<file path="config.mk">
export PLATFORM = sky130hd
export DESIGN_NAME = nmea_gga_sentence_parser
export DESIGN_NICKNAME = d
export VERILOG_FILES = /design/src/sv/nmgga_pkg.sv /design/src/sv/nmea_gga_sentence_parser.sv /design/src/sv/nmgga_parser.sv /design/src/sv/nmgga_conv.sv
export SDC_FILE = /design/constraint.sdc
export NUM_CORES = 2
export LEC_CHECK = 0
export ABC_AREA = 1
export BUFFER_PORTS_ARGS = -buffer_cell sky130_fd_sc_hd__buf_2
export CORE_MARGIN = 5
export CORE_UTILIZATION = 55
export DETAILED_ROUTE_END_ITERATION = 6
export PLACE_DENSITY_LB_ADDON = 0.08
export REMOVE_ABC_BUFFERS = 1
export SYNTH_ARGS = -nofsm -noshare
export SYNTH_HDL_FRONTEND = slang
export SYNTH_SLANG_ARGS = --single-unit
</file>
<file path="constraint.sdc">
create_clock -name clk -period 27.2 [get_ports clk]
set_input_delay 2.72 -clock clk [delete_from_list [all_inputs] [get_ports clk]]
set_output_delay 2.72 -clock clk [all_outputs]
set_load 0.05 [all_outputs]
</file>
<file path="src/sv/nmgga_pkg.sv">
// ---------------------------------------------------------------------------
// nmgga_pkg
// Shared constants, character codes, field indexes and the event record
// passed from the byte parser to the conversion pipeline.
// ---------------------------------------------------------------------------
package nmgga_pkg;

  localparam int MAX_LEN         = 128;
  localparam int MIN_FRAC_DIGITS = 5;

  // accumulator widths
  localparam int ACC_W  = 20;
  localparam int CNT_W  = 8;

  // characters
  localparam logic [7:0] CH_DOLLAR = 8'h24;
  localparam logic [7:0] CH_LF     = 8'h0A;
  localparam logic [7:0] CH_STAR   = 8'h2A;
  localparam logic [7:0] CH_COMMA  = 8'h2C;
  localparam logic [7:0] CH_DOT    = 8'h2E;
  localparam logic [7:0] CH_0      = 8'h30;
  localparam logic [7:0] CH_1      = 8'h31;
  localparam logic [7:0] CH_9      = 8'h39;
  localparam logic [7:0] CH_UA     = 8'h41;
  localparam logic [7:0] CH_UF     = 8'h46;
  localparam logic [7:0] CH_US     = 8'h53;
  localparam logic [7:0] CH_UW     = 8'h57;

  localparam int HDR_LEN = 5;

  // field indexes
  localparam logic [3:0] FLD_TIME = 4'd1;
  localparam logic [3:0] FLD_LAT  = 4'd2;
  localparam logic [3:0] FLD_NS   = 4'd3;
  localparam logic [3:0] FLD_LON  = 4'd4;
  localparam logic [3:0] FLD_EW   = 4'd5;
  localparam logic [3:0] FLD_FIX  = 4'd6;
  localparam logic [3:0] FLD_SATS = 4'd7;
  localparam logic [3:0] FLD_HDOP = 4'd8;
  localparam logic [3:0] FLD_LAST = 4'd15;

  // saturation limits
  localparam logic [ACC_W-1:0] INT_CEIL  = ACC_W'(999999);
  localparam logic [26:0]      LAT_CEIL  = 27'd99999999;
  localparam logic [29:0]      LON_CEIL  = 30'd999999999;
  localparam logic [13:0]      HDOP_CEIL = 14'd9999;
  localparam logic [6:0]       SAT_CEIL  = 7'd99;

  function automatic longint unsigned pow10(input int n);
    longint unsigned r;
    unique case (n)
      0:       r = 64'd1;
      1:       r = 64'd10;
      2:       r = 64'd100;
      3:       r = 64'd1000;
      4:       r = 64'd10000;
      5:       r = 64'd100000;
      6:       r = 64'd1000000;
      default: r = 64'd1;
    endcase
    return r;
  endfunction

  function automatic logic [7:0] hdr_char(input logic [2:0] i);
    logic [7:0] r;
    unique case (i)
      3'd0:    r = 8'h47;  // G
      3'd1:    r = 8'h4E;  // N
      3'd2:    r = 8'h47;  // G
      3'd3:    r = 8'h47;  // G
      3'd4:    r = 8'h41;  // A
      default: r = 8'h00;
    endcase
    return r;
  endfunction

  // reciprocal constants for division by constants
  localparam longint unsigned D_MS  = pow10(MIN_FRAC_DIGITS - 3);
  localparam longint unsigned D_HD  = pow10(MIN_FRAC_DIGITS - 2);
  localparam longint unsigned NUM_M = pow10(6 - MIN_FRAC_DIGITS);
  localparam logic [31:0] M100 = 32'(((64'd1 << 32) + 64'd99) / 64'd100);
  localparam logic [35:0] M_MS = 36'(((64'd1 << 36) + D_MS - 64'd1) / D_MS);
  localparam logic [35:0] M_HD = 36'(((64'd1 << 36) + D_HD - 64'd1) / D_HD);
  localparam logic [28:0] M60  = 29'(((64'd1 << 34) + 64'd59) / 64'd60);

  typedef struct packed {
    logic             fld;    // field closes
    logic             emt;    // sentence ends, emit
    logic             clr;    // sentence start, clear held values
    logic [3:0]       idx;
    logic             ok;
    logic             fix;
    logic             south;
    logic             west;
    logic [ACC_W-1:0] w;      // integer part
    logic [ACC_W-1:0] fs;     // fraction scaled to MIN_FRAC_DIGITS digits
  } ev_t;

endpackage

</file>
<file path="src/sv/nmea_gga_sentence_parser.sv">
// ---------------------------------------------------------------------------
// nmea_gga_sentence_parser
// GNGGA sentence decoder producing one result record per sentence.
// ---------------------------------------------------------------------------
// Takes one receiver byte per cycle on the input stream and never stalls
// while the result register is free. A '$' opens a sentence; each line
// feed inside a sentence yields one result, which passes through the parser
// register, five conversion stages and the result register. Numeric field
// conversion (divide by 100, minutes to microdegrees through a reciprocal
// multiply by 1/60) runs in that pipeline, with the constant multiplies
// spread over the stages. Input is held off only while a finished result
// sits in the output register unaccepted and a second result reaches the
// end of the pipeline.
module nmea_gga_sentence_parser (
  input  logic         clk,
  input  logic         rst,
  input  logic         s_tvalid,
  output logic         s_tready,
  input  logic [7:0]   s_tdata,    // [7:0] rx_byte
  output logic         m_tvalid,
  input  logic         m_tready,
  // [0] sentence_ok, [1] fix_valid, [8:2] utc_hour, [15:9] utc_minute,
  // [22:16] utc_second, [32:23] utc_millis, [59:33] lat_microdeg,
  // [60] lat_south, [90:61] lon_microdeg, [91] lon_west,
  // [98:92] satellites, [112:99] hdop_centi, rest zero
  output logic [119:0] m_tdata
);

  logic           adv;
  nmgga_pkg::ev_t pev;

  assign s_tready = adv;

  // byte parser: one transfer per cycle while input is not held off
  nmgga_parser u_parser (
    .clk  (clk),
    .rst  (rst),
    .take (s_tvalid && adv),
    .c    (s_tdata),
    .adv  (adv),
    .ev   (pev)
  );

  // field conversion and result register
  nmgga_conv u_conv (
    .clk      (clk),
    .rst      (rst),
    .pev      (pev),
    .adv      (adv),
    .m_tvalid (m_tvalid),
    .m_tready (m_tready),
    .m_tdata  (m_tdata)
  );

endmodule

</file>
<file path="src/sv/nmgga_parser.sv">
// ---------------------------------------------------------------------------
// nmgga_parser
// Byte-level sentence parser: checksum, header, field split, accumulators.
// ---------------------------------------------------------------------------
module nmgga_parser (
  input  logic             clk,
  input  logic             rst,
  input  logic             take,
  input  logic [7:0]       c,
  input  logic             adv,
  output nmgga_pkg::ev_t   ev
);

  logic                          in_sentence, in_sentence_next;
  logic [nmgga_pkg::CNT_W-1:0]   char_count, char_count_next;
  logic [7:0]                    xor_acc, xor_acc_next;
  logic                          header_match, header_match_next;
  logic [3:0]                    field_index, field_index_next;
  logic [1:0]                    star_phase, star_phase_next;
  logic [7:0]                    rx_checksum, rx_checksum_next;
  logic [nmgga_pkg::ACC_W-1:0]   int_accum, int_accum_next;
  logic [nmgga_pkg::ACC_W-1:0]   frac_accum, frac_accum_next;
  logic [2:0]                    frac_digits, frac_digits_next;
  logic                          fix_flag, fix_flag_next;
  logic                          south, south_next;
  logic                          west, west_next;
  logic                          hex_err, hex_err_next;
  nmgga_pkg::ev_t                ev_next;

  logic [2:0]                    kept;
  logic [nmgga_pkg::ACC_W-1:0]   fs;
  logic [23:0]                   int_x10;
  logic [3:0]                    digit, hexv;
  logic                          is_digit, is_hex;

  always_comb begin
    kept = (frac_digits == 3'd0) ? 3'd0 : frac_digits - 3'd1;
    if (kept > 3'(nmgga_pkg::MIN_FRAC_DIGITS)) kept = 3'(nmgga_pkg::MIN_FRAC_DIGITS);
    fs = nmgga_pkg::ACC_W'(frac_accum *
         nmgga_pkg::ACC_W'(nmgga_pkg::pow10(nmgga_pkg::MIN_FRAC_DIGITS - int'(kept))));
  end

  assign is_digit = (c >= nmgga_pkg::CH_0) && (c <= nmgga_pkg::CH_9);
  assign digit    = 4'(c - nmgga_pkg::CH_0);
  assign is_hex   = (c >= nmgga_pkg::CH_UA) && (c <= nmgga_pkg::CH_UF);
  assign hexv     = 4'(c - nmgga_pkg::CH_UA + 8'd10);
  assign int_x10  = 24'(int_accum) * 24'd10 + 24'(digit);

  always_comb begin
    in_sentence_next  = in_sentence;
    char_count_next   = char_count;
    xor_acc_next      = xor_acc;
    header_match_next = header_match;
    field_index_next  = field_index;
    star_phase_next   = star_phase;
    rx_checksum_next  = rx_checksum;
    int_accum_next    = int_accum;
    frac_accum_next   = frac_accum;
    frac_digits_next  = frac_digits;
    fix_flag_next     = fix_flag;
    south_next        = south;
    west_next         = west;
    hex_err_next      = hex_err;
    ev_next           = '0;
    ev_next.idx       = field_index;
    ev_next.w         = int_accum;
    ev_next.fs        = fs;

    if (take) begin
      if (c == nmgga_pkg::CH_DOLLAR) begin
        in_sentence_next  = 1'b1;
        char_count_next   = '0;
        xor_acc_next      = '0;
        header_match_next = 1'b1;
        field_index_next  = '0;
        star_phase_next   = '0;
        rx_checksum_next  = '0;
        int_accum_next    = '0;
        frac_accum_next   = '0;
        frac_digits_next  = '0;
        fix_flag_next     = 1'b0;
        south_next        = 1'b0;
        west_next         = 1'b0;
        hex_err_next      = 1'b0;
        ev_next.clr       = 1'b1;
      end else if (in_sentence) begin
        if (char_count >= nmgga_pkg::CNT_W'(nmgga_pkg::MAX_LEN)) begin
          in_sentence_next = 1'b0;   // overlong: drop
        end else begin
          char_count_next = char_count + 1'b1;
          if (c == nmgga_pkg::CH_LF) begin
            ev_next.emt = 1'b1;
            ev_next.fld = (star_phase == 2'd0);
            ev_next.ok  = header_match && (char_count >= nmgga_pkg::CNT_W'(nmgga_pkg::HDR_LEN))
                          && (star_phase == 2'd3) && !hex_err && (rx_checksum == xor_acc);
            ev_next.fix   = ev_next.ok && fix_flag;
            ev_next.south = south;
            ev_next.west  = west;
            in_sentence_next = 1'b0;
          end else begin
            if (char_count < nmgga_pkg::CNT_W'(nmgga_pkg::HDR_LEN) &&
                c != nmgga_pkg::hdr_char(char_count[2:0]))
              header_match_next = 1'b0;
            if (star_phase == 2'd0) begin
              if (c == nmgga_pkg::CH_STAR || c == nmgga_pkg::CH_COMMA) begin
                if (c == nmgga_pkg::CH_STAR) star_phase_next = 2'd1;
                else xor_acc_next = xor_acc ^ c;
                ev_next.fld      = 1'b1;
                field_index_next = (field_index != nmgga_pkg::FLD_LAST) ?
                                   field_index + 4'd1 : field_index;
                int_accum_next   = '0;
                frac_accum_next  = '0;
                frac_digits_next = '0;
              end else begin
                xor_acc_next = xor_acc ^ c;
                if (field_index == nmgga_pkg::FLD_NS || field_index == nmgga_pkg::FLD_EW ||
                    field_index == nmgga_pkg::FLD_FIX) begin
                  if (int_accum == '0) begin
                    int_accum_next = nmgga_pkg::ACC_W'(1);
                    if (field_index == nmgga_pkg::FLD_FIX) fix_flag_next = (c >= nmgga_pkg::CH_1);
                    else if (field_index == nmgga_pkg::FLD_NS) south_next = (c == nmgga_pkg::CH_US);
                    else west_next = (c == nmgga_pkg::CH_UW);
                  end
                end else if (is_digit) begin
                  if (frac_digits == 3'd0) begin
                    int_accum_next = (int_x10 > 24'(nmgga_pkg::INT_CEIL)) ?
                                     nmgga_pkg::INT_CEIL : nmgga_pkg::ACC_W'(int_x10);
                  end else if (frac_digits <= 3'(nmgga_pkg::MIN_FRAC_DIGITS)) begin
                    frac_accum_next  = nmgga_pkg::ACC_W'(frac_accum * 10 + nmgga_pkg::ACC_W'(digit));
                    frac_digits_next = frac_digits + 3'd1;
                  end
                end else if (c == nmgga_pkg::CH_DOT && frac_digits == 3'd0) begin
                  frac_digits_next = 3'd1;
                end
              end
            end else if (star_phase != 2'd3) begin
              if (is_digit)    rx_checksum_next = {rx_checksum[3:0], digit};
              else if (is_hex) rx_checksum_next = {rx_checksum[3:0], hexv};
              else begin
                rx_checksum_next = {rx_checksum[3:0], 4'd0};
                hex_err_next     = 1'b1;
              end
              star_phase_next = star_phase + 2'd1;
            end
          end
        end
      end
    end
  end

  always_ff @(posedge clk) begin
    if (rst) begin
      in_sentence  <= 1'b0;
      char_count   <= '0;
      xor_acc      <= '0;
      header_match <= 1'b1;
      field_index  <= '0;
      star_phase   <= '0;
      rx_checksum  <= '0;
      int_accum    <= '0;
      frac_accum   <= '0;
      frac_digits  <= '0;
      fix_flag     <= 1'b0;
      south        <= 1'b0;
      west         <= 1'b0;
      hex_err      <= 1'b0;
      ev           <= '0;
    end else begin
      in_sentence  <= in_sentence_next;
      char_count   <= char_count_next;
      xor_acc      <= xor_acc_next;
      header_match <= header_match_next;
      field_index  <= field_index_next;
      star_phase   <= star_phase_next;
      rx_checksum  <= rx_checksum_next;
      int_accum    <= int_accum_next;
      frac_accum   <= frac_accum_next;
      frac_digits  <= frac_digits_next;
      fix_flag     <= fix_flag_next;
      south        <= south_next;
      west         <= west_next;
      hex_err      <= hex_err_next;
      if (adv) ev  <= ev_next;
    end
  end

endmodule

</file>
<file path="src/sv/nmgga_conv.sv">
// ---------------------------------------------------------------------------
// nmgga_conv
// Field conversion pipeline, held field values and the result register.
// ---------------------------------------------------------------------------
module nmgga_conv (
  input  logic             clk,
  input  logic             rst,
  input  nmgga_pkg::ev_t   pev,
  output logic             adv,
  output logic             m_tvalid,
  input  logic             m_tready,
  output logic [119:0]     m_tdata
);

  nmgga_pkg::ev_t e1, e2, e3, e4, e5;

  // stage 1
  logic [13:0] q1;
  logic [9:0]  ms1;
  logic [6:0]  hd1;
  logic [51:0] p100;
  logic [55:0] pms, phd;
  // stage 2
  logic [6:0]  r2, hh2, sats2;
  logic [13:0] qk2;
  logic [33:0] deg2;
  logic [26:0] hdop2;
  logic [45:0] pq;
  // stage 3
  logic [6:0]  ss3, mm3, hh3, sats3;
  logic [13:0] hdop3;
  logic [33:0] deg3;
  logic [26:0] mx3;
  // stage 4
  logic [6:0]  ss4, mm4, hh4, sats4;
  logic [13:0] hdop4;
  logic [33:0] deg4;
  logic [20:0] d4;
  logic [55:0] p60;
  // stage 5
  logic [6:0]  ss5, mm5, hh5, sats5;
  logic [13:0] hdop5;
  logic [34:0] v5;
  // held values
  logic [6:0]  h_hour, h_min, h_sec, h_sats;
  logic [9:0]  h_ms, ms4w, ms5w;
  logic [13:0] h_hdop;
  logic [26:0] h_lat;
  logic [29:0] h_lon;
  logic [6:0]  n_hour, n_min, n_sec, n_sats;
  logic [9:0]  n_ms;
  logic [13:0] n_hdop;
  logic [26:0] n_lat;
  logic [29:0] n_lon;

  assign adv = !(e5.emt && m_tvalid && !m_tready);

  assign p100 = 52'(pev.w) * 52'(nmgga_pkg::M100);
  assign pms  = 56'(pev.fs) * 56'(nmgga_pkg::M_MS);
  assign phd  = 56'(pev.fs) * 56'(nmgga_pkg::M_HD);
  assign pq   = 46'(q1) * 46'(nmgga_pkg::M100);
  assign p60  = 56'(mx3) * 56'(nmgga_pkg::M60);

  // milliseconds carried in separate 10-bit registers
  logic [9:0] ms2w, ms3w;

  always_ff @(posedge clk) begin
    if (rst) begin
      e1 <= '0; e2 <= '0; e3 <= '0; e4 <= '0; e5 <= '0;
    end else if (adv) begin
      e1 <= pev; e2 <= e1; e3 <= e2; e4 <= e3; e5 <= e4;
    end
  end

  always_ff @(posedge clk) begin
    if (adv) begin
      // stage 1: w / 100 and fraction truncations
      q1    <= p100[45:32];
      ms1   <= pms[45:36];
      hd1   <= phd[42:36];
      // stage 2
      r2    <= 7'(e1.w - 20'(q1) * 20'd100);
      hh2   <= pq[38:32];
      qk2   <= q1;
      deg2  <= 34'(q1) * 34'd1000000;
      hdop2 <= 27'(e1.w) * 27'd100 + 27'(hd1);
      sats2 <= (e1.w > 20'(nmgga_pkg::SAT_CEIL)) ? nmgga_pkg::SAT_CEIL : 7'(e1.w);
      ms2w  <= ms1;
      // stage 3
      mx3   <= 27'(r2) * 27'd1000000 + 27'(e2.fs) * 27'(nmgga_pkg::NUM_M);
      mm3   <= 7'(qk2 - 14'(hh2) * 14'd100);
      ss3   <= r2;
      hh3   <= hh2;
      deg3  <= deg2;
      hdop3 <= (hdop2 > 27'(nmgga_pkg::HDOP_CEIL)) ? nmgga_pkg::HDOP_CEIL : 14'(hdop2);
      sats3 <= sats2;
      ms3w  <= ms2w;
      // stage 4: minutes scaled to microdegrees
      d4    <= p60[54:34];
      ss4   <= ss3; mm4 <= mm3; hh4 <= hh3;
      deg4  <= deg3; hdop4 <= hdop3; sats4 <= sats3; ms4w <= ms3w;
      // stage 5
      v5    <= 35'(deg4) + 35'(d4);
      ss5   <= ss4; mm5 <= mm4; hh5 <= hh4;
      hdop5 <= hdop4; sats5 <= sats4; ms5w <= ms4w;
    end
  end

  // merge the closing field into the held values, or clear them at sentence start
  always_comb begin
    n_hour = h_hour; n_min = h_min; n_sec = h_sec; n_ms = h_ms;
    n_sats = h_sats; n_hdop = h_hdop; n_lat = h_lat; n_lon = h_lon;
    if (e5.clr) begin
      n_hour = '0; n_min = '0; n_sec = '0; n_ms = '0;
      n_sats = '0; n_hdop = '0; n_lat = '0; n_lon = '0;
    end else if (e5.fld) begin
      unique case (e5.idx)
        nmgga_pkg::FLD_TIME: begin
          n_hour = hh5; n_min = mm5; n_sec = ss5; n_ms = ms5w;
        end
        nmgga_pkg::FLD_LAT:
          n_lat = (v5 > 35'(nmgga_pkg::LAT_CEIL)) ? nmgga_pkg::LAT_CEIL : 27'(v5);
        nmgga_pkg::FLD_LON:
          n_lon = (v5 > 35'(nmgga_pkg::LON_CEIL)) ? nmgga_pkg::LON_CEIL : 30'(v5);
        nmgga_pkg::FLD_SATS: n_sats = sats5;
        nmgga_pkg::FLD_HDOP: n_hdop = hdop5;
        default: ;
      endcase
    end
  end

  always_ff @(posedge clk) begin
    if (rst) begin
      h_hour <= '0; h_min <= '0; h_sec <= '0; h_ms <= '0;
      h_sats <= '0; h_hdop <= '0; h_lat <= '0; h_lon <= '0;
      m_tvalid <= 1'b0;
    end else begin
      if (adv) begin
        h_hour <= n_hour; h_min <= n_min; h_sec <= n_sec; h_ms <= n_ms;
        h_sats <= n_sats; h_hdop <= n_hdop; h_lat <= n_lat; h_lon <= n_lon;
      end
      if (adv && e5.emt) m_tvalid <= 1'b1;
      else if (m_tready) m_tvalid <= 1'b0;
    end
  end

  always_ff @(posedge clk) begin
    if (adv && e5.emt)
      m_tdata <= {7'd0, n_hdop, n_sats, e5.west, n_lon, e5.south, n_lat,
                  n_ms, n_sec, n_min, n_hour, e5.fix, e5.ok};
  end

endmodule

</file>
# After elaboration in Yosys (flattened, before gate mapping)
# Index checks and enable logic that the tools add are counted.
# Widths: inputs -> output; s select.
dict set report op_classes {
  n_addsub 16
  mul 14
  div_mod_pow 0
  magnitude_cmp 15
  eq_ne 46
  shifts 0
  n_mux 162
  n_bitwise 1
  reduce_logical 54
}
# op n
set op_table {}
lappend op_table {{$mux 20} 21}
lappend op_table {{$mux 8} 21}
lappend op_table {{$mux 30} 4}
lappend op_table {{$pmux 20 s6} 1}
lappend op_table {{$mux 27} 4}
lappend op_table {{$eq 32x3->1 const B} 3}
lappend op_table {{$mux 7} 12}
lappend op_table {{$eq 32x2->1 const B} 2}
lappend op_table {{$mux 4} 14}
lappend op_table {{$mul 27x28->54 const B} 1}
lappend op_table {{$mux 1} 53}
lappend op_table {{$mul 20x26->46 const B} 1}
lappend op_table {{$mul 20x3->23 const B} 2}
lappend op_table {{$mul 20x27->43 const B} 1}
lappend op_table {{$mul 20x26->42 const B} 1}
lappend op_table {{$mux 14} 3}
lappend op_table {{$mux 3} 14}
lappend op_table {{$mul 14x26->39 const B} 1}
lappend op_table {{$add 34x21->35} 1}
lappend op_table {{$gt 35x27->1 const B} 1}
lappend op_table {{$gt 35x30->1 const B} 1}
lappend op_table {{$eq 32x1->1 const B} 1}
lappend op_table {{$eq 8x6->1 const B} 4}
lappend op_table {{$mux 10} 3}
lappend op_table {{71 further kinds} 138}
dict set report word_totals {
  regBits 887
  latchBits 0
  ram_bits 0
  romBits 0
  input_bits 12
  out_inout_bits 122
  elab_cells 418
  mem_count 0
}

# Longest topological paths before layout
dict set report logic_depth {
  ltp_word 15
  depth_mapped 38
  depth_no_buf 37
}

# Hierarchy
# A second synthesis with hierarchy kept.
dict set report hier_totals {
  cells_unflattened 9917
  area_unflattened_um2 87685.3
}
# mod instances cells_per_inst area_per_inst_um2 seq_area_each_um2
set by_module_without_submodules {}
lappend by_module_without_submodules {nmgga_conv 1 7781 72697.2 20239.4}
lappend by_module_without_submodules {nmgga_parser 1 2134 14980.6 2602.5}
lappend by_module_without_submodules {nmea_gga_sentence_parser 1 2 7.5 0.0}

# Worst setup path after synthesis
# Ideal clock, no wire load.
dict set report synth_path {
  kind {input-to-output}
  start {in m_tready}
  end {out s_tready}
  arrival_time_ns 14.903
  slack_ns 9.577
  cell_stages 6
  path_buffers 2
  path_cell_list {inv_1 -> nand2_1 -> nor2_1 -> inv_2 -> clkbuf_1 -> buf_1}
}
dict set report synth_via {
  elab_chain_cells 3
}
# element line
set synth_rtl {}
lappend synth_rtl {{start: declaration} nmea_gga_sentence_parser.sv:21} ;# input logic m_tready,
lappend synth_rtl {{$logic_not 1->1} nmgga_conv.sv:56} ;# assign adv = !(e5.emt && m_tvalid && !m_tready);
lappend synth_rtl {{$logic_and 1x1->1} nmgga_conv.sv:56}
lappend synth_rtl {{$logic_not 1->1} nmgga_conv.sv:56}
lappend synth_rtl {{end: declaration} nmea_gga_sentence_parser.sv:18} ;# output logic s_tready,
# Every way passes these cells.

# Worst setup path in the final report
dict set report layout_path {
  start {reg u_parser.frac_digits[0]}
  end {reg u_parser.ev[17] in the netlist's numbering}
}
dict set report layout_via {
  elab_chain_cells 8
  elab_cells_between_ends 14
  classes_between {add/sub: 2; mul: 1; order compare: 1; eq/ne: 6; mux: 3; reduce/logical: 1}
}
# element line
set layout_rtl {}
lappend layout_rtl {{start: declaration} nmgga_parser.sv:23} ;# logic [2:0] frac_digits, frac_digits_next;
lappend layout_rtl {{start signal: assignment} nmgga_parser.sv:178} ;# frac_digits <= frac_digits_next;
lappend layout_rtl {{$sub 3x1->3 or $logic_not 3->1 (tied branches)} nmgga_parser.sv:37} ;# kept = (frac_digits == 3'd0) ? 3'd0 : frac_digits - 3'd1;
lappend layout_rtl {{$mux 3 (*)} nmgga_parser.sv:37}
lappend layout_rtl {{$gt 3x3->1} nmgga_parser.sv:38} ;# if (kept > 3'(nmgga_pkg::MIN_FRAC_DIGITS)) kept = 3'(nmgga_pkg::MIN_FRAC_DIGITS);
lappend layout_rtl {{$mux 3 (*)} nmgga_parser.sv:38}
lappend layout_rtl {{$sub 3x3->4 (*)} nmgga_parser.sv:40} ;# nmgga_pkg::ACC_W'(nmgga_pkg::pow10(nmgga_pkg::MIN_FRAC_DIGITS - int'(kept))));
lappend layout_rtl {{$eq 32x3->1 (tied with other cells)} nmgga_pkg.sv:51} ;# unique case (n)
lappend layout_rtl {{$pmux 20 s6 (*)} nmgga_pkg.sv:51}
lappend layout_rtl {{$mul 20x20->20 (*)} nmgga_parser.sv:39} ;# fs = nmgga_pkg::ACC_W'(frac_accum *
lappend layout_rtl {{end signal: assignment} nmgga_parser.sv:183} ;# if (adv) ev <= ev_next;
lappend layout_rtl {{end: declaration} nmgga_parser.sv:11} ;# output nmgga_pkg::ev_t ev
# Every way passes the cells marked *; elsewhere a longest branch is shown, timed or not.
# A chain may end at the register's enable or synchronous reset.

==> results.cfg <==
[status]
status = finished, final reports clean

[grt]
grt_usage_pct = 26.4
grt-ovfl-total = 0
grt_max_degree = 175
grt_pass1_vias = 60500
grt_pass1_wl_mm = 332
antenna_found_initial = 0

[hold_path]
holdPathStages = 0
hp-class = flop to flop

[synth]
yosys.area_share.simple_pct = 11.0
synth-xor-area-share_pct = 3.09
yosysTopAreaCellShare_pct = 20.5
ys_seq_area_share_pct = 27.4
yosys.area.top_type = ha_1
ys_warn_count = 0
synthArstFlopShare_pct = 0
synth-edff-count = 524
synthDistinctLibCells = 77
ys_ff_latch = 879
synth_top_family_by_area = adder cells
synth_area_leaders = ha_1 (20%), fa_1 (20%), edfxtp_1 (19%)
avgSynthCellArea_um2 = 9.48
syn-instance-count = 8791
synthAdderAreaFrac_pct = 41.0
synth_compound_area_share_pct = 8.82
synth_ff_type = edfxtp_1
syn_area_mm2 = 0.0833
muxShareOfSynthArea_pct = 0

[layout]
layout_commonest_cell = inv_1
finalNetCount = 11100
area_delta_synth_final_pct = 7.67
n_fill_cell = 13200
n_antenna_cell = 0
drive_gt1_share_pct = 5.03
ff_latch_area_mm2 = 0.0228
layout_common_cells = inv_1 (1708), ha_1 (1365), nand2_1 (994)
postLayoutCoreUtil_pct = 59.7
multi_input_area_mm2 = 0.0533

[sta]
slew_viol_final = 0
min_period_ns = 8.76
skew_ns = 0.0512
slew-limit-headroom_pct = 21.1
fmax_ghz = 0.114
setup_viol = 0
rsz0062_at_grt = no
final-hold-violation-count = 0
post-route-period-util_pct = 32.2
setup_ws_ns = 18.44
fin_setup_tns_ns = 0
tightest_slew_ns = 1.18

[critical_path]
crit_type = flop to flop
crit_family = adder cells
path_max_fanout = 14
crit_path_end_kind = flop
crit_buf_inv = 8
cp_num_cells = 33
crit_required_ns = 27.83
cp_common_cell = inv_1
max_stage_delay_ns = 1.03
crit_path_start_kind = flop
crit_arrival_ns = 9.39
ff2ff_path_depth = 33
critPathSlowestCell = nor2_1

[route]
avgViaCountPerCell = 5.35
wl_per_cell_um = 18.7
drtPass1Iterations = 6
wirelength_mm = 205
first_iter_violations = 3835
dr_total_vias = 58900
drc = 0
drt.antenna.violating_nets = 0

[placed_design]
gp_congestion = 0.930
dp.final_hpwl_mm = 166
numPortBuffers = 126
place_worst_setup_slack_ns = 18.42

[clocking]
clock_tree.buffer_depth = 3
cts_tree = done
htreeDepth = 3
cts_inserted_buffers = 99
root_buffer = clkbuf_16
cts.sinks = 879
clkLatencyLatePin_ns = 0.73
cts_resized = 0
postCtsSetupRepairBufs = 0
cts_hold_buffers = 0
clk_pin_slew_ns = 0.06

[power_and_ir_drop]
power_density_mw_per_mm2 = 38.3
ir_drop_v = 0.0000514
p_leak_uw = 0.0482

[floorplanning]
dieArea_mm2 = 0.159
core_area_mm2 = 0.150
dieHeight_um = 399
die_w_um = 399
ios = 134
start_util_pct = 55.4
std_cell_rows = 142

[flow_run]
cap_viol_max_count = 0
==> layer usage <==
layer	vias to the layer above	routed length (µm)	global-route usage (%)
met3	218	11700	3.76
li1	28900	-	-
met1	28500	95900	37.9
met2	1302	93700	42.9
met5	-	0	0
met4	0	4110	5.52
==> where the power goes <==
group	internal, µW	leakage, µW	switching (µW)
sequential	1470	0.00876	35.7
combinational	188	0.0377	303
clock	855	0.00171	580
total	2520	0.0482	919
==> cell usage after synthesis, types with 18 or more instances <==
master	instances
a211oi_1	18
a21o_1	36
a21oi_1	588
a31oi_1	22
clkbuf_1	132
dfxtp_1	355
edfxtp_1	524
fa_1	853
ha_1	1365
inv_1	1709
inv_2	20
nand2_1	994
nand2_2	18
nand3_1	170
nand4_1	87
nor2_1	749
nor3_1	64
nor4_1	26
o211ai_1	20
o21a_1	33
o21ai_0	426
o21bai_1	21
o31ai_1	47
xnor2_1	96
xor2_1	189
==> worst paths after layout <==
kind,start,endpoint,slack (ns)
setup / recovery,u_parser.frac_digits[0],u_parser.ev[17],18.44
hold / removal,u_conv.hdop3[2],u_conv.hdop4[2],0.38
setup reg to reg,u_parser.frac_digits[0],u_parser.ev[17],18.44
hold reg to reg,u_conv.hdop3[2],u_conv.hdop4[2],0.38
==> cell families (layout without fill, tap and decap cells) <==
logic type | count (synthesis) | after routing
adder cells (fa/ha/maj) | 2218 | 2218
AO/OA/AOI/OAI | 1311 | 1311
flip-flops | 879 | 879
XOR/XNOR | 290 | 290
AND/OR/NAND/NOR | 2180 | 2180
other | 2 | 15
buffers and inverters | 1911 | 2093
==> cell type report <==
type                       count  share of cell area (%)
clock inverter                66                    1.04
clock buffer                 120                    2.91
inverter                    1742                    7.31
timing repair buffer         165                    1.05
tap                         2016                    2.81
multi-input combinational   6014                    59.4
sequential                   879                    25.5
==> through the flow <==
stage	power (µW)	cells	cell area [µm²]	hold slack, ns
global placement	2020	10800	86200	0.400
CTS	3480	11000	89700	0.361
global route	3610	11000	89700	0.373
finish	3440	11000	89700	0.382
detailed placement	2030	10800	86200	0.405
floorplan	1880	8635	82700	0.400
==> flip-flops by register name (all words and copies together), names as in the netlist, 20 cells and up <==
signal / flops
u_conv.h_lon: 30
u_conv.m_tdata: 113
u_conv.e2: 31
u_parser.frac_accum: 20
u_conv.deg3: 26
u_conv.v5: 35
u_conv.mx3: 26
u_conv.hdop2: 27
u_conv.d4: 21
u_parser.int_accum: 20
u_conv.deg2: 25
u_conv.e1: 51
u_conv.deg4: 26
u_conv.h_lat: 27
u_parser.ev: 51
No activity file was read; power rests on OpenSTA's default activity.
